<file path="src/sv/assert_macros.svh">
// assertion macros shared by the rtl files
`ifndef ASSERT_MACROS_SVH
`define ASSERT_MACROS_SVH
`ifndef SYNTHESIS
// clocked check, disabled while reset is asserted
`define HC_ASSERT(lbl, clk_s, rstn_s, prop, msg) \
  lbl: assert property (@(posedge clk_s) disable iff (!rstn_s) prop) else $error(msg);
// clocked check that also holds during reset
`define HC_ASSERT_ALWAYS(lbl, clk_s, prop, msg) \
  lbl: assert property (@(posedge clk_s) prop) else $error(msg);
`else
`define HC_ASSERT(lbl, clk_s, rstn_s, prop, msg)
`define HC_ASSERT_ALWAYS(lbl, clk_s, prop, msg)
`endif
`endif

</file>
<file path="src/sv/hc_pkg.sv">
// shared types, constants and mod-26 helpers for the 2x2 hill cipher
package hc_pkg;

  localparam int MODULUS    = 26;
  localparam int PAD_LETTER = 23;
  // floor(x / 26) == (x * 2521) >> 16 for every x below 2048
  localparam int MOD_RECIP  = 2521;
  localparam int KEY_LAT    = 5;
  localparam int Q_DEPTH_DEF = 2;

  // configuration register indexes
  localparam logic [2:0] CFG_KEY_TL   = 3'd0;
  localparam logic [2:0] CFG_KEY_TR   = 3'd1;
  localparam logic [2:0] CFG_KEY_BL   = 3'd2;
  localparam logic [2:0] CFG_KEY_BR   = 3'd3;
  localparam logic [2:0] CFG_DECRYPT  = 3'd4;

  // register reset values
  localparam logic [4:0] RST_KEY_TL = 5'd3;
  localparam logic [4:0] RST_KEY_TR = 5'd3;
  localparam logic [4:0] RST_KEY_BL = 5'd2;
  localparam logic [4:0] RST_KEY_BR = 5'd5;

  typedef struct packed {
    logic [4:0] letter;
    logic       end_of_message;
  } in_word_t;

  typedef struct packed {
    logic [4:0] out_letter;
    logic       last_out;
    logic       key_error;
  } out_word_t;

  typedef struct packed {
    logic [4:0] p0;
    logic [4:0] p1;
    logic       eom;
  } pair_t;

  typedef struct packed {
    logic [4:0] a;
    logic [4:0] b;
    logic [4:0] c;
    logic [4:0] d;
    logic       err;
  } key_mat_t;

  typedef enum logic [1:0] {
    B_IDLE,
    B_RED,
    B_SEND0,
    B_SEND1
  } back_state_t;

  typedef struct packed {
    back_state_t state;
    logic        pop;
  } back_stat_t;

  // single conditional subtract for values below 32
  function automatic logic [4:0] red26_f(input logic [4:0] x);
    logic [4:0] r;
    r = (x >= 5'(MODULUS)) ? x - 5'(MODULUS) : x;
    return r;
  endfunction

  // reciprocal multiply, exact for x below 2048
  function automatic logic [4:0] mod26_f(input logic [10:0] x);
    logic [22:0] prod;
    logic [6:0]  quo;
    logic [10:0] rem;
    prod = 23'(x) * 23'(MOD_RECIP);
    quo  = prod[22:16];
    rem  = x - 11'(quo) * 11'(MODULUS);
    return rem[4:0];
  endfunction

  // inverse mod 26; {ok, factor}, factor 25 when no inverse exists
  function automatic logic [5:0] inv26_f(input logic [4:0] d);
    logic [5:0] r;
    case (d)
      5'd1:    r = {1'b1, 5'd1};
      5'd3:    r = {1'b1, 5'd9};
      5'd5:    r = {1'b1, 5'd21};
      5'd7:    r = {1'b1, 5'd15};
      5'd9:    r = {1'b1, 5'd3};
      5'd11:   r = {1'b1, 5'd19};
      5'd15:   r = {1'b1, 5'd7};
      5'd17:   r = {1'b1, 5'd23};
      5'd19:   r = {1'b1, 5'd11};
      5'd21:   r = {1'b1, 5'd5};
      5'd23:   r = {1'b1, 5'd17};
      5'd25:   r = {1'b1, 5'd25};
      default: r = {1'b0, 5'd25};
    endcase
    return r;
  endfunction

endpackage

</file>
<file path="src/sv/hc_front.sv">
// front end: takes letters, reduces them and groups them into pairs
module hc_front (
  input  logic             clk,
  input  logic             rst_n,
  input  logic             in_valid,
  output logic             in_stall,
  input  hc_pkg::in_word_t in_word,
  input  logic             q_full,
  output logic             q_push,
  output hc_pkg::pair_t    q_data
);
  import hc_pkg::*;

  logic       pend_r, pend_nxt;
  logic [4:0] held_r, held_nxt;
  logic       acc;
  logic [4:0] lt;

  // accept whenever the queue has room
  assign in_stall = q_full;
  assign acc      = in_valid && !q_full;
  assign lt       = red26_f(in_word.letter);

  // pairing: second letter or a lone final letter completes a pair
  always_comb begin
    pend_nxt = pend_r;
    held_nxt = held_r;
    q_push   = 1'b0;
    q_data   = '{p0: lt, p1: 5'(PAD_LETTER), eom: in_word.end_of_message};
    if (acc) begin
      if (pend_r) begin
        q_push   = 1'b1;
        q_data   = '{p0: held_r, p1: lt, eom: in_word.end_of_message};
        pend_nxt = 1'b0;
      end else if (in_word.end_of_message) begin
        q_push   = 1'b1;
      end else begin
        pend_nxt = 1'b1;
        held_nxt = lt;
      end
    end
  end

  always_ff @(posedge clk) begin
    if (!rst_n) begin
      pend_r <= 1'b0;
      held_r <= '0;
    end else begin
      pend_r <= pend_nxt;
      held_r <= held_nxt;
    end
  end

endmodule

</file>
<file path="src/sv/hc_queue.sv">
// small fifo of letter pairs between front and back
module hc_queue #(
  parameter int DEPTH = hc_pkg::Q_DEPTH_DEF
) (
  input  logic          clk,
  input  logic          rst_n,
  input  logic          push,
  input  hc_pkg::pair_t wdata,
  input  logic          pop,
  output hc_pkg::pair_t rdata,
  output logic          not_empty,
  output logic          full
);
  import hc_pkg::*;

  localparam int PW = $clog2(DEPTH);
  localparam int CW = $clog2(DEPTH + 1);

  pair_t         mem_r [DEPTH];
  logic [PW-1:0] wr_ptr_r, wr_ptr_nxt;
  logic [PW-1:0] rd_ptr_r, rd_ptr_nxt;
  logic [CW-1:0] cnt_r, cnt_nxt;

  assign not_empty = (cnt_r != '0);
  assign full      = (cnt_r == CW'(DEPTH));
  assign rdata     = mem_r[rd_ptr_r];

  // pointer and count update
  always_comb begin
    wr_ptr_nxt = wr_ptr_r;
    rd_ptr_nxt = rd_ptr_r;
    cnt_nxt    = cnt_r;
    if (push) begin
      wr_ptr_nxt = (wr_ptr_r == PW'(DEPTH - 1)) ? '0 : wr_ptr_r + 1'b1;
    end
    if (pop) begin
      rd_ptr_nxt = (rd_ptr_r == PW'(DEPTH - 1)) ? '0 : rd_ptr_r + 1'b1;
    end
    if (push && !pop) begin
      cnt_nxt = cnt_r + 1'b1;
    end else if (pop && !push) begin
      cnt_nxt = cnt_r - 1'b1;
    end
  end

  always_ff @(posedge clk) begin
    if (!rst_n) begin
      wr_ptr_r <= '0;
      rd_ptr_r <= '0;
      cnt_r    <= '0;
    end else begin
      wr_ptr_r <= wr_ptr_nxt;
      rd_ptr_r <= rd_ptr_nxt;
      cnt_r    <= cnt_nxt;
    end
  end

  // storage
  always_ff @(posedge clk) begin
    if (push) begin
      mem_r[wr_ptr_r] <= wdata;
    end
  end

endmodule

</file>
<file path="src/sv/hc_keygen.sv">
// key registers and the pipeline that derives the working matrix
module hc_keygen (
  input  logic             clk,
  input  logic             rst_n,
  input  logic             cfg_we,
  input  logic [2:0]       cfg_index,
  input  logic [4:0]       cfg_data,
  output hc_pkg::key_mat_t key_mat,
  output logic             key_busy
);
  import hc_pkg::*;

  logic [4:0]  tl_r, tr_r, bl_r, br_r;
  logic        dec_r;
  logic [2:0]  busy_r, busy_nxt;
  logic [4:0]  ka_r, kb_r, kc_r, kd_r;
  logic        mode_r;
  logic [9:0]  ad_r, bc_r;
  logic [4:0]  f_r;
  logic        ok_r;
  logic [9:0]  pa_r, pb_r, pc_r, pd_r;
  key_mat_t    mat_r;
  logic [10:0] det_raw;
  logic [5:0]  inv;
  logic [4:0]  fsel, ea, eb, ec, ed, nb, nc;

  // configuration registers
  always_ff @(posedge clk) begin
    if (!rst_n) begin
      tl_r  <= RST_KEY_TL;
      tr_r  <= RST_KEY_TR;
      bl_r  <= RST_KEY_BL;
      br_r  <= RST_KEY_BR;
      dec_r <= 1'b0;
    end else if (cfg_we) begin
      case (cfg_index)
        CFG_KEY_TL:  tl_r  <= cfg_data;
        CFG_KEY_TR:  tr_r  <= cfg_data;
        CFG_KEY_BL:  bl_r  <= cfg_data;
        CFG_KEY_BR:  br_r  <= cfg_data;
        CFG_DECRYPT: dec_r <= cfg_data[0];
        default:     ;
      endcase
    end
  end

  // settle counter: matrix is trusted once the pipeline has refilled
  always_comb begin
    busy_nxt = busy_r;
    if (cfg_we) begin
      busy_nxt = 3'(KEY_LAT);
    end else if (busy_r != '0) begin
      busy_nxt = busy_r - 1'b1;
    end
  end

  always_ff @(posedge clk) begin
    if (!rst_n) begin
      busy_r <= 3'(KEY_LAT);
    end else begin
      busy_r <= busy_nxt;
    end
  end

  assign key_busy = (busy_r != '0);

  // determinant and inverse lookup
  assign det_raw = 11'(ad_r) + 11'(MODULUS * MODULUS) - 11'(bc_r);
  assign inv     = inv26_f(mod26_f(det_raw));

  // adjugate selection in decrypt mode
  assign nb   = (kb_r == '0) ? '0 : 5'(MODULUS) - kb_r;
  assign nc   = (kc_r == '0) ? '0 : 5'(MODULUS) - kc_r;
  assign fsel = mode_r ? f_r  : 5'd1;
  assign ea   = mode_r ? kd_r : ka_r;
  assign eb   = mode_r ? nb   : kb_r;
  assign ec   = mode_r ? nc   : kc_r;
  assign ed   = mode_r ? ka_r : kd_r;

  // five register stages: reduce, products, inverse, scale, reduce
  always_ff @(posedge clk) begin
    ka_r   <= red26_f(tl_r);
    kb_r   <= red26_f(tr_r);
    kc_r   <= red26_f(bl_r);
    kd_r   <= red26_f(br_r);
    mode_r <= dec_r;
    ad_r   <= 10'(ka_r) * 10'(kd_r);
    bc_r   <= 10'(kb_r) * 10'(kc_r);
    f_r    <= inv[4:0];
    ok_r   <= inv[5];
    pa_r   <= 10'(ea) * 10'(fsel);
    pb_r   <= 10'(eb) * 10'(fsel);
    pc_r   <= 10'(ec) * 10'(fsel);
    pd_r   <= 10'(ed) * 10'(fsel);
    mat_r  <= '{a:   mod26_f(11'(pa_r)),
                b:   mod26_f(11'(pb_r)),
                c:   mod26_f(11'(pc_r)),
                d:   mod26_f(11'(pd_r)),
                err: mode_r && !ok_r};
  end

  assign key_mat = mat_r;

endmodule

</file>
<file path="src/sv/hc_back.sv">
// back end: multiplies a pair by the matrix and sends two words
module hc_back (
  input  logic              clk,
  input  logic              rst_n,
  input  hc_pkg::key_mat_t  key_mat,
  input  logic              key_busy,
  input  logic              q_not_empty,
  input  hc_pkg::pair_t     q_data,
  output hc_pkg::back_stat_t stat,
  output logic              out_valid,
  input  logic              out_stall,
  output hc_pkg::out_word_t out_word
);
  import hc_pkg::*;

  back_state_t state_r, state_nxt;
  logic [10:0] sum0_r, sum1_r;
  logic [4:0]  c0_r, c1_r;
  logic        eom_r;
  logic        pop;

  // next state
  always_comb begin
    state_nxt = state_r;
    case (state_r)
      B_IDLE:  if (q_not_empty && !key_busy) state_nxt = B_RED;
      B_RED:   state_nxt = B_SEND0;
      B_SEND0: if (!out_stall) state_nxt = B_SEND1;
      B_SEND1: if (!out_stall) state_nxt = B_IDLE;
      default: state_nxt = B_IDLE;
    endcase
  end

  // outputs
  always_comb begin
    pop       = 1'b0;
    out_valid = 1'b0;
    out_word  = '{out_letter: c0_r, last_out: 1'b0, key_error: key_mat.err};
    case (state_r)
      B_IDLE:  pop = q_not_empty && !key_busy;
      B_RED:   ;
      B_SEND0: out_valid = 1'b1;
      B_SEND1: begin
        out_valid = 1'b1;
        out_word  = '{out_letter: c1_r, last_out: eom_r, key_error: key_mat.err};
      end
      default: ;
    endcase
  end

  assign stat = '{state: state_r, pop: pop};

  always_ff @(posedge clk) begin
    if (!rst_n) begin
      state_r <= B_IDLE;
    end else begin
      state_r <= state_nxt;
    end
  end

  // dot products on pop, then mod-26 reduction
  always_ff @(posedge clk) begin
    if (pop) begin
      sum0_r <= 11'(10'(key_mat.a) * 10'(q_data.p0)) + 11'(10'(key_mat.b) * 10'(q_data.p1));
      sum1_r <= 11'(10'(key_mat.c) * 10'(q_data.p0)) + 11'(10'(key_mat.d) * 10'(q_data.p1));
      eom_r  <= q_data.eom;
    end
    if (state_r == B_RED) begin
      c0_r <= mod26_f(sum0_r);
      c1_r <= mod26_f(sum1_r);
    end
  end

endmodule

</file>
<file path="src/sv/hill_cipher_2x2.sv">
// top level of the 2x2 mod-26 hill cipher
// usage:
//   letters enter on in_valid/in_stall as in_word (letter, end_of_message);
//   values 26..31 are folded into range. letters are paired; a message that
//   ends on the first letter of a pair is padded with X.
//   each completed pair yields two words on out_valid/out_stall; the second
//   carries last_out when the pair ended the message. key_error is set on
//   both words when decrypting with a key whose determinant has no inverse.
//   key and mode are written through cfg_we/cfg_index/cfg_data while idle.
// flow:
//   the first result word is offered once its pair has been queued, popped,
//   multiplied and reduced; the second word follows in the cycle after the
//   first is taken. the back sequencer takes a new pair only after both
//   words of the current pair are sent (reduce, send0, send1, idle);
//   a 2-entry pair queue lets input run ahead while output is stalled.
//   after a key write the matrix pipeline must refill to settle; the back
//   end waits for it before starting a pair.
// reset:
//   synchronous, active low; restores the default key, encrypt mode, clears
//   the held letter and the queue. out_stall holds the current word stable.
`include "assert_macros.svh"
module hill_cipher_2x2 #(
  parameter int QUEUE_DEPTH = hc_pkg::Q_DEPTH_DEF
) (
  input  logic              clk,
  input  logic              rst_n,
  input  logic              in_valid,
  output logic              in_stall,
  input  hc_pkg::in_word_t  in_word,
  output logic              out_valid,
  input  logic              out_stall,
  output hc_pkg::out_word_t out_word,
  input  logic              cfg_we,
  input  logic [2:0]        cfg_index,
  input  logic [4:0]        cfg_data
);
  import hc_pkg::*;

  logic       q_push, q_full, q_not_empty;
  pair_t      q_wdata, q_rdata;
  key_mat_t   key_mat;
  logic       key_busy;
  back_stat_t bstat;

  // letter pairing
  hc_front u_front (
    .clk      (clk),
    .rst_n    (rst_n),
    .in_valid (in_valid),
    .in_stall (in_stall),
    .in_word  (in_word),
    .q_full   (q_full),
    .q_push   (q_push),
    .q_data   (q_wdata)
  );

  // pair queue
  hc_queue #(
    .DEPTH (QUEUE_DEPTH)
  ) u_queue (
    .clk       (clk),
    .rst_n     (rst_n),
    .push      (q_push),
    .wdata     (q_wdata),
    .pop       (bstat.pop),
    .rdata     (q_rdata),
    .not_empty (q_not_empty),
    .full      (q_full)
  );

  // key registers and matrix derivation
  hc_keygen u_keygen (
    .clk       (clk),
    .rst_n     (rst_n),
    .cfg_we    (cfg_we),
    .cfg_index (cfg_index),
    .cfg_data  (cfg_data),
    .key_mat   (key_mat),
    .key_busy  (key_busy)
  );

  // matrix multiply and output sequencing
  hc_back u_back (
    .clk         (clk),
    .rst_n       (rst_n),
    .key_mat     (key_mat),
    .key_busy    (key_busy),
    .q_not_empty (q_not_empty),
    .q_data      (q_rdata),
    .stat        (bstat),
    .out_valid   (out_valid),
    .out_stall   (out_stall),
    .out_word    (out_word)
  );

  // checks
  `HC_ASSERT(a_no_push_full, clk, rst_n, (q_push |-> !q_full), "push into full pair queue")
  `HC_ASSERT(a_pop_needs_data, clk, rst_n, (bstat.pop |-> (q_not_empty && !key_busy)), "bad pop")
  `HC_ASSERT(a_pop_to_red, clk, rst_n, (bstat.pop |=> bstat.state == B_RED), "no reduce step")
  `HC_ASSERT(a_last_pos, clk, rst_n, out_word.last_out |-> bstat.state == B_SEND1, "last early")
  `HC_ASSERT_ALWAYS(a_rst_idle, clk, (!rst_n |=> bstat.state == B_IDLE), "not idle after reset")

endmodule

</file>
<file path="config.mk">
export PLATFORM = sky130hd
export DESIGN_NAME = hill_cipher_2x2
export DESIGN_NICKNAME = d
export VERILOG_FILES = /design/src/sv/hc_pkg.sv /design/src/sv/hc_front.sv /design/src/sv/hc_queue.sv /design/src/sv/hc_keygen.sv /design/src/sv/hc_back.sv /design/src/sv/hill_cipher_2x2.sv
export VERILOG_INCLUDE_DIRS = /design/src /design/src/sv
export SDC_FILE = /design/constraint.sdc
export NUM_CORES = 2
export LEC_CHECK = 0
export ABC_AREA = 1
export CAP_MARGIN = 20
export CORE_UTILIZATION = 58
export CTS_BUF_LIST = sky130_fd_sc_hd__clkbuf_4 sky130_fd_sc_hd__clkbuf_8
export DETAILED_ROUTE_END_ITERATION = 12
export DONT_BUFFER_PORTS = 1
export PLACE_DENSITY = 0.83
export SYNTH_ARGS = -nofsm -noshare
export SYNTH_HDL_FRONTEND = slang
export SYNTH_SLANG_ARGS = --single-unit
</file>
<file path="constraint.sdc">
create_clock -name clk -period 20.3 [get_ports clk]
set_clock_uncertainty 0.15 [all_clocks]
set_input_delay 2.03 -clock clk [delete_from_list [all_inputs] [get_ports clk]]
set_output_delay 2.03 -clock clk [all_outputs]
set_load 0.03 [all_outputs]
</file>
## Yosys cells after proc, flatten, opt, wreduce, memory -nomap -nowiden

Memories as Yosys holds them, arrays and structs flattened. A register that Yosys moved wholly into a read port is not among the register bits.
Cells that the tools add are included.

| word-level totals | value |
|---|---|
| register bits | 176 |
| bits in latches | 0 |
| RAM bits | 22 |
| memory bits (read-only) | 160 |
| bits of input ports | 19 |
| output and inout port bits | 9 |
| memories kept | 2 |

| cells by class | value |
|---|---|
| add/subtract/negate cells | 23 |
| $mul | 24 |
| div/mod/pow operators | 0 |
| $lt $le $gt $ge | 5 |
| equal/unequal tests | 11 |
| shift operators | 0 |
| muxes and demuxes | 34 |
| bitwise logic cells | 3 |
| reductions and logical operators | 26 |

Memory list:

| name | words | width | rd ports | clocked after memory_dff | wr ports | RTL line | text |
|---|---|---|---|---|---|---|---|
| (no name shown) | 32 | 5 | 1 | 1 | 0 | hc_pkg.sv:82 | `case (d)` |
| u_queue.mem_r | 2 | 11 | 1 | 1 | 1 | hc_queue.sv:19 | `pair_t mem_r [DEPTH];` |

Operators with widths:

| cell | number |
|---|---|
| multiplier 5 x 5 -> 10 bit | 10 |
| multiplier 10 x 12 -> 22 bit, second input constant | 4 |
| multiplier 11 x 12 -> 23 bit, second input constant | 3 |
| 2-to-1 mux 5 bit | 12 |
| subtractor 5 bit | 7 |
| >= comparator 5 bit, second input constant | 5 |
| subtractor 5 bit, second input constant | 5 |
| multiplier 6 x 4 -> 4 bit, second input constant | 4 |
| adder 10 x 10 -> 11 bit | 2 |
| 2-to-1 mux 11 bit | 2 |
| multiplier 7 x 4 -> 4 bit, second input constant | 3 |
| 2-to-1 mux 1 bit | 13 |
| adder 10 x 10 -> 11 bit, second input constant | 1 |
| subtractor 11 x 10 -> 11 bit | 1 |
| zero test 5 bit | 2 |
| 2-to-1 mux 2 bit | 5 |
| AND reduction 2 bit | 5 |
| subtractor 5 bit, first input constant | 2 |
| case mux 2 bit (4 select lines) | 1 |
| 2-to-1 mux 7 bit | 1 |
| equality test 2 bit, second input constant | 3 |
| equality test 3 x 2 -> 1 bit, second input constant | 2 |
| AND reduction 3 bit | 2 |
| logical AND 1 bit | 5 |
| other kinds (16) | 26 |

## Logic depth before layout (Yosys ltp)

| depth | value |
|---|---|
| depth in word-level cells | 8 |
| gate-level depth with buffers | 46 |

## By module

Synthesis repeated with hierarchy kept, for this count alone.

| unflattened totals | value |
|---|---|
| cell total of the unflattened synthesis | 3547 |
| area total of the unflattened synthesis | 30389.1 µm² |

Modules (own cells, without submodules):

| module | instances | cells each | area an instance (µm²) |
|---|---|---|---|
| hc_keygen | 1 | 2282 | 19423.6 |
| hc_back | 1 | 1118 | 9402.8 |
| hc_queue | 1 | 69 | 1061.0 |
| hc_front | 1 | 78 | 501.7 |

## Worst setup path before layout

No wires, ideal clock.

| timing | value |
|---|---|
| path kind | register -> register |
| start | reg u_keygen.bc_r[1] |
| end | reg u_keygen.f_r[3] |
| library setup time | 0.112 ns |
| arrival | 7.071 ns |
| required time | 20.038 ns |
| path slack | 12.967 ns |
| cell stages (with the launch flop) | 43 |
| path buffers | 0 |
| clock period less this slack | 7.333 ns |
| cells stage by stage | dfxtp_1 -> inv_1 -> ha_1 -> ha_1 -> fa_1 -> nand2_1 -> inv_2 -> o21ai_1 -> nand2_1 -> a21oi_1 -> o21ai_1 -> xor2_1 -> xor2_1 -> ha_1 -> ha_1 -> fa_1 -> inv_1 -> fa_1 -> [... 7 more ...] -> a21oi_1 -> xor2_1 -> ha_1 -> inv_1 -> ha_1 -> nand2_1 -> nand2_1 -> a31oi_1 -> nand3b_1 -> nand3_2 -> nand2_2 -> inv_2 -> nand2_4 -> nand2_4 -> nand2_4 -> nand2_4 -> nand2_1 -> nand2_1 |

| between the ends | value |
|---|---|
| longest elaborated chain between the ends | 4 |

Ends and longest elaborated chain:

| what | RTL line | text |
|---|---|---|
| from (decl) | hc_keygen.sv:18 | `logic [9:0] ad_r, bc_r;` |
| from (signal assigned) | hc_keygen.sv:88 | `bc_r <= 10'(kb_r) * 10'(kc_r);` |
| subtractor 11 x 10 -> 11 bit (*) | hc_keygen.sv:68 | `assign det_raw = 11'(ad_r) + 11'(MODULUS * MODULUS) - 11'(bc_r);` |
| multiplier 11 x 12 -> 23 bit | hc_pkg.sv:73 | `prod = 23'(x) * 23'(MOD_RECIP);` |
| multiplier 7 x 4 -> 4 bit | hc_pkg.sv:75 | `rem = x - 11'(quo) * 11'(MODULUS);` |
| subtractor 5 bit (*) | hc_pkg.sv:75 |  |
| to (decl) | hc_keygen.sv:19 | `logic [4:0] f_r;` |

Every way passes the cells marked *; elsewhere a longest branch is shown, timed or not.
A chain may end at the register's enable or synchronous reset.

## Final worst setup path

Same ends and word-level chain as after synthesis.

==> results_dict.tcl <==
set metrics [dict create \
    synth_compound_area_share_pct 6.72 \
    portBuffers 0 \
    initial_utilization_pct 58.7 \
    dieArea_sq_um 51700 \
    cp.required_ns 20.61 \
    grt_usage_pct 23.5 \
    cts.sinks 199 \
    hpwl_um 49300 \
    critical_path_class "flop to flop" \
    clk_pin_slew_ns 0.11 \
    antenna_left 0 \
    maxCapViolations 0 \
    start_kind "flop" \
    fin_setup_tns_ns 0 \
    rows 82 \
    fin_crit_sh_pct 39.0 \
    drcViolationCount 0 \
    synthArstFlopShare_pct 0 \
    syn_area_sq_um 29500 \
    wl_met2_um 28100 \
    wl_um 56700 \
    core_sq_um 50200 \
    die_x_um 227 \
    clk_path_buf_depth 2 \
    synth_nets 4360 \
    top_layer "met4" \
    synth-adder-area-share_pct 51.5 \
    cts_resized 0 \
    synthFlopType "dfxtp_1" \
    endpoint_kind "flop" \
    path_max_fanout 6 \
    wl_met3_um 1970 \
    synthMuxAreaShare_pct 0.0382 \
    worst_path_most_repeated_cell "nand2_1" \
    vias 21100 \
    synthSimpleGateAreaFrac_pct 11.8 \
    finalNetCount 4352 \
    synth-seq-cells 199 \
    syn_area_per_cell_sq_um 8.82 \
    synthCells 3340 \
    synth_top_family_by_area "adder cells" \
    drtPass1Iterations 6 \
    drt_iter0_markers 1033 \
    cts_setup_buffers 0 \
    drive_gt1_share_pct 2.39 \
    area_growth_pct 3.96 \
    synth_edf_count 55 \
    grt.overflow.total 0 \
    clock_latency_ns 0.56 \
    yosysWarnings 0 \
    grt_pass1_wl_um 97700 \
    max-slew-margin-rel_pct 37.1 \
    grt_setup_unrepaired "no" \
    wire_per_inst_um 14.1 \
    yosysSeqAreaShare_pct 15.4 \
    synth-xor-area-share_pct 4.00 \
    first_global_vias 21700 \
    cts_hold_buf 0 \
    vias_per_cell 5.25 \
    antenna_found_initial 0 \
    wl_met1_um 25300 \
    arrival_ns 8.22 \
    htreeDepth 4 \
    gp_congestion 0.891 \
    synth_cell_types 51 \
    grt_max_degree 30 \
    setup_violations 0 \
    worst_slew_pin_slew_ns 0.939 \
    fmax_mhz 126 \
    io_pins 28 \
    min_period_ns 7.91 \
    final_max_slew_viol_count 0 \
    fin_hold_ws_ns 0.218 \
    ctsRootBufferMaster "clkbuf_8" \
    hold_viol_final 0 \
    hold_class "flop to flop" \
    die_y_um 227 \
    status "finished clean" \
    cts_tree "done" \
    max_stage_delay_ns 0.56 \
    crit_slowest_cell "fa_1" \
    cts_buffers 17 \
    antennaDiodeCount 0 \
]
layer usage:
layer,track usage (%),vias to the layer above
met5,0,-
met4,7.34,0
met3,3.18,87
met2,41.6,370
met1,29.6,10100
li1,-,10500
synth_stat cells (28+ instances only):
cell type,number,area share [%]
nor2_1,194,2.5
a21oi_1,167,2.8
dfxtp_1,144,9.8
clkbuf_1,28,0.36
o21ai_0,111,1.9
xnor2_1,44,1.3
xor2_1,79,2.3
fa_1,354,24
ha_1,647,27
nand3_1,81,1.4
nand2_1,472,6.0
inv_1,782,10
edfxtp_1,55,5.6
state kept, by name, summed over array words and instances (netlist names), 11 cells and up, named ones only:
| register | count |
|---|---|
| u_back.sum1_r | 11 |
| u_queue.mem_r | 22 |
| u_keygen.key_mat | 21 |
| u_back.sum0_r | 11 |
cell type report:
cell class | instances | area, sq um
flip-flops and latches | 199 | 4530
fillers | 4038 | 19500
clock inverters | 15 | 184
well taps | 672 | 841
clock buffers | 17 | 234
repair buffers | 4 | 30.0
inverters | 791 | 2970
multi-input cells | 2319 | 21800
worst max-delay path, delay by kind of cell, from the launching register on:
family          cells  cell delay [ns]
compound gates      6             0.93
xor+xnor            3             0.76
fa+ha+maj          11             3.94
buf+inv             5             0.23
flops               1             0.32
simple gates       17             1.46
path summary, 6_finish.rpt:
path | start | slack [ns] | depth (start not counted) | to
max | u_keygen.bc_r[1] | 12.39 | 42 | u_keygen.f_r[3]
min | u_keygen.dec_r | 0.22 | 0 | u_keygen.mode_r
max reg2reg | u_keygen.bc_r[1] | 12.39 | 42 | u_keygen.f_r[3]
min reg2reg | u_keygen.dec_r | 0.22 | 0 | u_keygen.mode_r
per-stage QoR:
step	instances	worst slack, ns	instance area, sq um	util [%]
3_3_place_gp	3984	12.61	30200	60.2
6_report	4017	12.39	30600	61.0
2_1_floorplan	3340	12.97	29500	-
3_5_place_dp	3984	12.43	30200	60.2
4_1_cts	4016	12.41	30600	61.0
5_1_grt	4017	11.92	30600	61.0
cells by family (layout without fill, tap and decap cells):
| logic type | count (synthesis) | in the layout |
|---|---|---|
| AND/OR/NAND/NOR | 830 | 830 |
| XOR/XNOR | 128 | 128 |
| buffers and inverters | 822 | 827 |
| flip-flops | 199 | 199 |
| multiplexers | 1 | 1 |
| AO/OA/AOI/OAI | 359 | 359 |
| adder cells (fa/ha/maj) | 1001 | 1001 |
cell usage in the layout (no fill, tap or decap), types with 4 or more instances in the layout:
| master | instances |
|---|---|
| xnor2_1 | 44 |
| o31ai_1 | 6 |
| fa_1 | 354 |
| inv_2 | 7 |
| nand2_4 | 5 |
| buf_4 | 4 |
| a21boi_0 | 4 |
| ha_1 | 647 |
| nand4_1 | 7 |
| o22ai_1 | 8 |
| dfxtp_1 | 144 |
| a21oi_1 | 167 |
| nand3_1 | 81 |
| a31oi_1 | 8 |
| nor2_1 | 194 |
| a21o_1 | 16 |
| nor4_1 | 10 |
| nor3_1 | 18 |
| nand2_2 | 8 |
| o21ai_1 | 8 |
| and2_1 | 4 |
| clkbuf_8 | 17 |
| o211ai_1 | 9 |
| o21ai_0 | 111 |
| inv_1 | 782 |
| or2_2 | 10 |
| nand2_1 | 472 |
| edfxtp_1 | 55 |
| o21bai_1 | 12 |
| a211oi_1 | 4 |
| nand3b_1 | 6 |
| xor2_1 | 79 |
Power is not shown: default switching activity piles up to over one toggle a cycle in this logic, so the estimate is an artifact.
